<file path="src/design/assert_macros.svh">
// ----------------------------------------------------------------------------
// Assertion macros
// Shared concurrent assertion forms, clocked on clk with reset rst_n.
// ----------------------------------------------------------------------------
`ifndef ASSERT_MACROS_SVH
`define ASSERT_MACROS_SVH

// Property checked at every rising clock edge outside reset.
`define ASSERT_CLK(label, prop, msg) \
    label: assert property (@(posedge clk) disable iff (!rst_n) prop) else $error(msg);

// Property that must hold whenever the given condition is true.
`define ASSERT_WHEN(label, cond, prop, msg) \
    `ASSERT_CLK(label, (cond) |-> (prop), msg)

`endif

</file>
<file path="src/design/kmks_pkg.sv">
// ----------------------------------------------------------------------------
// kmks_pkg
// Types, constants and helpers shared by the key matrix and knob scanner.
// ----------------------------------------------------------------------------
package kmks_pkg;

    localparam int unsigned ROW_W     = 4;
    localparam int unsigned NUM_KEYS  = 12;
    localparam int unsigned KEY_W     = 4;
    localparam int unsigned VOL_W     = 5;
    localparam int unsigned CNT_W     = 8;

    localparam logic [KEY_W-1:0] NO_KEY     = 4'd12;
    localparam logic [VOL_W-1:0] VOLUME_MAX = 5'd16;
    localparam logic [VOL_W-1:0] VOLUME_RST = 5'd12;
    localparam logic [CNT_W-1:0] OCTAVE_RST = 8'd4;

    typedef logic [1:0] phase_t;

    typedef enum logic [1:0] {
        STEP_NONE = 2'd0,
        STEP_UP   = 2'd1,
        STEP_DOWN = 2'd2
    } step_t;

    typedef struct packed {
        phase_t volume;
        phase_t octave;
        phase_t one;
        phase_t zero;
    } knob_phases_t;

    typedef struct packed {
        logic [VOL_W-1:0] volume;
        logic [CNT_W-1:0] octave;
        logic [CNT_W-1:0] one;
        logic [CNT_W-1:0] zero;
    } knob_levels_t;

    // Gray phase to position along the forward sequence 0,1,3,2.
    function automatic logic [1:0] gray_pos(input phase_t p);
        logic [1:0] pos;
        unique case (p)
            2'b00:   pos = 2'd0;
            2'b01:   pos = 2'd1;
            2'b11:   pos = 2'd2;
            default: pos = 2'd3;
        endcase
        return pos;
    endfunction

    function automatic step_t quad_step(input phase_t old_p, input phase_t new_p);
        logic [1:0] d;
        step_t      s;
        d = gray_pos(new_p) - gray_pos(old_p);
        unique case (d)
            2'd1:    s = STEP_UP;
            2'd3:    s = STEP_DOWN;
            default: s = STEP_NONE;
        endcase
        return s;
    endfunction

    function automatic logic [CNT_W-1:0] wrap_count(input logic [CNT_W-1:0] c,
                                                    input step_t s);
        logic [CNT_W-1:0] r;
        unique case (s)
            STEP_UP:   r = c + 1'b1;
            STEP_DOWN: r = c - 1'b1;
            default:   r = c;
        endcase
        return r;
    endfunction

endpackage

</file>
<file path="src/design/kmks_key_enc.sv">
// ----------------------------------------------------------------------------
// kmks_key_enc
// Finds the highest-numbered pressed key of the 12-key active-low matrix.
// ----------------------------------------------------------------------------
module kmks_key_enc (
    input  logic [kmks_pkg::NUM_KEYS-1:0] keys,
    output logic                          pressed,
    output logic [kmks_pkg::KEY_W-1:0]    index
);
    import kmks_pkg::*;

    always_comb
    begin
        index = NO_KEY;
        for (int i = 0; i < NUM_KEYS; i++)
        begin
            if (!keys[i])
            begin
                index = KEY_W'(i);
            end
        end
        pressed = (index != NO_KEY);
    end

endmodule

</file>
<file path="src/design/kmks_knobs.sv">
// ----------------------------------------------------------------------------
// kmks_knobs
// Four quadrature knob decoders with their phase and count registers.
// ----------------------------------------------------------------------------
module kmks_knobs (
    input  logic                       clk,
    input  logic                       rst_n,
    input  logic                       advance,
    input  kmks_pkg::knob_phases_t     phases,
    output kmks_pkg::knob_levels_t     levels_next,
    output logic [kmks_pkg::CNT_W-1:0] octave_now
);
    import kmks_pkg::*;

    knob_phases_t     phases_reg;
    knob_levels_t     levels_reg;
    step_t            vol_step;
    logic [VOL_W-1:0] vol_clamped;

    always_comb
    begin
        vol_step    = quad_step(phases_reg.volume, phases.volume);
        vol_clamped = (levels_reg.volume > VOLUME_MAX) ? VOLUME_MAX : levels_reg.volume;
        levels_next.volume = vol_clamped;
        if (vol_step == STEP_UP && vol_clamped < VOLUME_MAX)
        begin
            levels_next.volume = vol_clamped + 1'b1;
        end
        else if (vol_step == STEP_DOWN && vol_clamped != '0)
        begin
            levels_next.volume = vol_clamped - 1'b1;
        end
        levels_next.octave = wrap_count(levels_reg.octave,
                                        quad_step(phases_reg.octave, phases.octave));
        levels_next.one    = wrap_count(levels_reg.one,
                                        quad_step(phases_reg.one, phases.one));
        levels_next.zero   = wrap_count(levels_reg.zero,
                                        quad_step(phases_reg.zero, phases.zero));
    end

    assign octave_now = levels_reg.octave;

    always_ff @(posedge clk or negedge rst_n)
    begin
        if (!rst_n)
        begin
            phases_reg        <= '0;
            levels_reg.volume <= VOLUME_RST;
            levels_reg.octave <= OCTAVE_RST;
            levels_reg.one    <= '0;
            levels_reg.zero   <= '0;
        end
        else if (advance)
        begin
            phases_reg <= phases;
            levels_reg <= levels_next;
        end
    end

endmodule

</file>
<file path="src/design/key_matrix_and_knob_scanner.sv">
// ----------------------------------------------------------------------------
// key_matrix_and_knob_scanner
// Scans 12 matrix keys and decodes four quadrature knobs, one word per scan.
// ----------------------------------------------------------------------------
// One scan word in gives one result word out. Each scan passes an input
// register and then an output register before its result appears, and a
// new scan can be taken every cycle as long as out_ready keeps up. in_ready
// follows out_ready combinationally through both stages.
// Knob state (phases, volume 0..16 saturating, octave and two wrapping
// counts) updates as a scan moves from the input to the output register.
// ----------------------------------------------------------------------------
`include "assert_macros.svh"

module key_matrix_and_knob_scanner (
    input  logic                       clk,
    input  logic                       rst_n,
    input  logic                       in_valid,
    output logic                       in_ready,
    input  logic [kmks_pkg::ROW_W-1:0] row_zero,
    input  logic [kmks_pkg::ROW_W-1:0] row_one,
    input  logic [kmks_pkg::ROW_W-1:0] row_two,
    input  logic [kmks_pkg::ROW_W-1:0] row_three,
    input  logic [kmks_pkg::ROW_W-1:0] row_four,
    output logic                       out_valid,
    input  logic                       out_ready,
    output logic                       key_pressed,
    output logic [kmks_pkg::KEY_W-1:0] key_index,
    output logic [kmks_pkg::CNT_W-1:0] sent_octave,
    output logic [kmks_pkg::VOL_W-1:0] volume_level,
    output logic [kmks_pkg::CNT_W-1:0] octave_level,
    output logic [kmks_pkg::CNT_W-1:0] knob_one_count,
    output logic [kmks_pkg::CNT_W-1:0] knob_zero_count
);
    import kmks_pkg::*;

    logic                in_valid_reg;
    logic [NUM_KEYS-1:0] keys_reg;
    knob_phases_t        phases_reg;

    logic                out_valid_reg;
    logic                key_pressed_reg;
    logic [KEY_W-1:0]    key_index_reg;
    logic [CNT_W-1:0]    sent_octave_reg;
    knob_levels_t        levels_reg;

    logic                out_load;
    logic                advance;
    logic                enc_pressed;
    logic [KEY_W-1:0]    enc_index;
    knob_levels_t        levels_next;
    logic [CNT_W-1:0]    octave_now;

    assign out_load = !out_valid_reg || out_ready;
    assign advance  = in_valid_reg && out_load;
    assign in_ready = !in_valid_reg || out_load;

    always_ff @(posedge clk or negedge rst_n)
    begin
        if (!rst_n)
        begin
            in_valid_reg <= 1'b0;
        end
        else if (in_ready)
        begin
            in_valid_reg <= in_valid;
        end
    end

    always_ff @(posedge clk)
    begin
        if (in_valid && in_ready)
        begin
            keys_reg          <= {row_two, row_one, row_zero};
            phases_reg.volume <= row_three[1:0];
            phases_reg.octave <= row_three[3:2];
            phases_reg.one    <= row_four[1:0];
            phases_reg.zero   <= row_four[3:2];
        end
    end

    kmks_key_enc u_key_enc (
        .keys    (keys_reg),
        .pressed (enc_pressed),
        .index   (enc_index)
    );

    kmks_knobs u_knobs (
        .clk         (clk),
        .rst_n       (rst_n),
        .advance     (advance),
        .phases      (phases_reg),
        .levels_next (levels_next),
        .octave_now  (octave_now)
    );

    always_ff @(posedge clk or negedge rst_n)
    begin
        if (!rst_n)
        begin
            out_valid_reg <= 1'b0;
        end
        else if (out_load)
        begin
            out_valid_reg <= in_valid_reg;
        end
    end

    always_ff @(posedge clk)
    begin
        if (advance)
        begin
            key_pressed_reg <= enc_pressed;
            key_index_reg   <= enc_index;
            sent_octave_reg <= octave_now;
            levels_reg      <= levels_next;
        end
    end

    assign out_valid       = out_valid_reg;
    assign key_pressed     = key_pressed_reg;
    assign key_index       = key_index_reg;
    assign sent_octave     = sent_octave_reg;
    assign volume_level    = levels_reg.volume;
    assign octave_level    = levels_reg.octave;
    assign knob_one_count  = levels_reg.one;
    assign knob_zero_count = levels_reg.zero;

    `ASSERT_WHEN(a_vol_range, out_valid_reg, levels_reg.volume <= VOLUME_MAX, "volume out of range")
    `ASSERT_WHEN(a_key_flag, out_valid_reg, key_pressed_reg == (key_index_reg != NO_KEY), "key flag mismatch")
    `ASSERT_CLK(a_advance_out, advance |=> out_valid_reg, "advanced word not presented")
    `ASSERT_WHEN(a_ready_free, !out_valid_reg, in_ready, "input stalled with empty output")

endmodule

</file>
<file path="config.mk">
export PLATFORM = sky130hd
export DESIGN_NAME = key_matrix_and_knob_scanner
export DESIGN_NICKNAME = d
export VERILOG_FILES = /design/src/design/kmks_pkg.sv /design/src/design/kmks_key_enc.sv /design/src/design/kmks_knobs.sv /design/src/design/key_matrix_and_knob_scanner.sv
export VERILOG_INCLUDE_DIRS = /design/src /design/src/design
export SDC_FILE = /design/constraint.sdc
export NUM_CORES = 1
export LEC_CHECK = 0
export ABC_AREA = 1
export BUFFER_PORTS_ARGS = -buffer_cell sky130_fd_sc_hd__buf_2
export CORE_MARGIN = 2
export CORE_UTILIZATION = 30
export CTS_BUF_LIST = sky130_fd_sc_hd__clkbuf_8
export DETAILED_ROUTE_END_ITERATION = 16
export GPL_TIMING_DRIVEN = 1
export PLACE_DENSITY = 0.45
export SETUP_SLACK_MARGIN = 0.4
export SKIP_CTS_REPAIR_TIMING = 1
export SYNTH_ARGS = -nofsm -noshare
export SYNTH_HDL_FRONTEND = slang
export SYNTH_SLANG_ARGS = --single-unit
</file>
<file path="constraint.sdc">
create_clock -name clk -period 3.3 [get_ports clk]
set_input_delay 0.165 -clock clk [delete_from_list [all_inputs] [get_ports clk]]
set_output_delay 0.165 -clock clk [all_outputs]
set_load 0.1 [all_outputs]
</file>
==> impl_metrics.tcl <==
set metrics [dict create \
    vias 4324 \
    mappedNetlistNets 679 \
    fin_tns_setup_ps 0 \
    ios 68 \
    clkSlewWorstSetupHoldPaths_ps 110 \
    fp.dieW_um 141 \
    final_hold_viol_count 34 \
    synth-edff-count 62 \
    rows 50 \
    share_of_layout_cells_above_drive_strength_1_pct 19.0 \
    groute.layer.met2.usage_pct 20.6 \
    seq_area_frac_synth_pct 50.3 \
    routed_wire_length_mm 12.1 \
    syn2layout_area_growth_pct 18.2 \
    floorplan.die_area_mm2 0.0200 \
    max-cap-violations 0 \
    use_met1_pct 16.3 \
    largest_register_ffs 21 \
    core_region_area_mm2 0.0186 \
    tritoncts_num_sinks 101 \
    unrepaired_setup_endpoints_after_global_routing "false" \
    clk_root_buffer_cell "clkbuf_8" \
    grt_use_total_pct 12.5 \
    r2r.worst_path.cells 16 \
    path_cells "inv_1 > ha_1 > ha_4 > inv_6 > nand3_4 > nand2_1 > nand2_1 > inv_1 > ha_1 > inv_1 > nand2_1 > nand4_1 > nand2_1 > nand2_1 > nand3_1 > and2_1" \
    hp-class "primary input to async pin" \
    most_frequent_cell_on_the_critical_path "nand2_1" \
    crit-reg2reg-launch "phases_reg[4]" \
    min_period_ps 2670 \
    max_stage_delay_ps 410 \
    initial_core_util_pct 30.4 \
    io_buffer_count 67 \
    timing.critical_path.from_type "flop" \
    antenna_left 0 \
    crit_path_max_fanout 17 \
    die-height_um 141 \
    tritoncts "done" \
    ys.warnings.count 0 \
    detailedRoute.firstPassIterationCount 4 \
    final_period_util_pct 80.9 \
    critPathSlowestCell "edfxtp_1" \
    slew_viol_final 0 \
    first_iter_violations 254 \
    number_of_global_route_vias_before_repair 4118 \
    worstPathArrival_ps 2820 \
    postSynth.asyncResetShare_pct 38.6 \
    timing.max_slew.rel_slack_pct 34.7 \
    routedWlPerCell_um 12.6 \
    multi_input_comb_area_mm2 0.00239 \
    max_clock_freq_mhz 375 \
    crit_start "phases_reg[4]" \
    leading_cell_type_in_the_layout_fill_and_taps_excluded "nand2_1" \
    worstPathRequired_ps 3450 \
    antenna_found_initial 0 \
    fillCellCount 1861 \
    fin_worst_hold_slack_ps -66.0 \
    detail_routed_via_count_per_cell 4.51 \
    dp.final_hpwl_mm 8.15 \
    synth_flop_cell "edfxtp_1" \
    cp-end-kind "flop" \
    layout.cells.most_common_list "nand2_1 (189), inv_1 (81), buf_2 (67)" \
    sequential_cell_area_mm2 0.00284 \
    antenna_diode_count 0 \
    final_nets 770 \
    max-clock-path-buffers 2 \
    yosys.cell_types.count 40 \
    clock_latency_ps 390 \
    mean_cell_area_of_the_mapped_netlist_um2 8.99 \
    grt_start_max_net_pins 54 \
    cts_max_level 3 \
    setup_violating_endpoint_count_in_the_final_report 0 \
    most_crowded_layer_after_global_routing "met2" \
    detail_route.drc_violations 0 \
    worst-slew-pin-transition_ps 980 \
    globalRoute.totalOverflow 0 \
    failed_checks "negative hold slack" \
    syn-instance-count 629 \
    kind_of_critical_path "flop to flop" \
    met3_usage_pct 3.04 \
    syn-cell-area_mm2 0.00565 \
    place.gp.congestion 0.877 \
    ys_seq_elements 101 \
    cts_inserted_buffers 9 \
    run_status "finished with violations" \
    first_pass_grt_wire_length_mm 20.0 \
    timing.clock.skew_ps 9.90 \
]
==> cells by family after synthesis <==
| logic type | count (synthesis) | synth area share [%] |
|---|---|---|
| DFF | 101 | 50.3 |
| xor gates and xnor gates | 18 | 2.92 |
| buffers and inverters | 105 | 7.81 |
| adders and majority gates | 26 | 5.76 |
| AOI/OAI and AO/OA | 58 | 6.86 |
| and+or+nand+nor | 321 | 26.4 |
==> through the flow <==
stage / worst slack (ps) / instance area [µm²] / instances / utilization [%]
final: 630 / 6680 / 959 / 36.0
after global routing: 408 / 6680 / 959 / 36.0
after CTS: 304 / 6410 / 935 / 34.5
after detailed placement: 337 / 6220 / 919 / 33.5
after global placement: 432 / 6220 / 919 / 33.5
after floorplan: 424 / 5650 / 629 / -
==> routing by layer <==
metal / share of wire (%) / wire length (µm)
met5: 0 / 0
met4: 1.3 / 154
met3: 4.1 / 491
met2: 48 / 5740
met1: 47 / 5680
==> worst max-delay path: cells and delay by family (launching register included) <==
family / cells / cell delay [ps]
buf+inv: 4 / 290
flops: 1 / 410
simple gates: 9 / 930
fa+ha+maj: 3 / 810
==> Yosys cell counts, types with 2 or more instances <==
master	instances	area (µm²)
a21boi_0	4	30.0
a21oi_1	2	10.0
a31oi_1	2	12.5
and2_1	9	56.3
buf_2	5	25.0
buf_4	2	15.0
buf_6	2	22.5
clkbuf_1	5	18.8
dfrtp_1	36	901
dfstp_2	3	78.8
edfxtp_1	62	1860
ha_1	26	325
inv_1	81	304
inv_2	7	26.3
nand2_1	189	709
nand2_2	16	100
nand2_4	3	33.8
nand3_1	46	230
nand3_2	2	20.0
nand3_4	4	70.1
nand4_1	25	156
nor2_1	22	82.6
nor2_2	3	18.8
o211ai_1	3	22.5
o21a_1	2	15.0
o21ai_0	29	145
o21ai_2	2	17.5
o41ai_1	9	78.8
or2_1	2	12.5
xnor2_1	4	35.0
xor2_1	13	114
==> area by class of cell <==
type | count | area share [%]
flip-flops and latches | 101 | 42.5
clock inverters | 7 | 0.974
repair buffers | 96 | 9.25
well taps | 234 | 4.38
multi-input cells | 423 | 35.8
inverters | 89 | 5.19
clock buffers | 9 | 1.85
==> final timing paths <==
check                                          to  slack (ps)
min                        u_knobs.levels_reg[10]         -70
min reg2reg                 u_knobs.levels_reg[7]         500
min in group clk                        out_valid          40
max                               octave_level[6]         630
max in group asynchronous   u_knobs.levels_reg[2]        2760
max reg2reg                       octave_level[6]         630
Power is not shown: default switching activity piles up to over one toggle a cycle in this logic, so the estimate is an artifact.
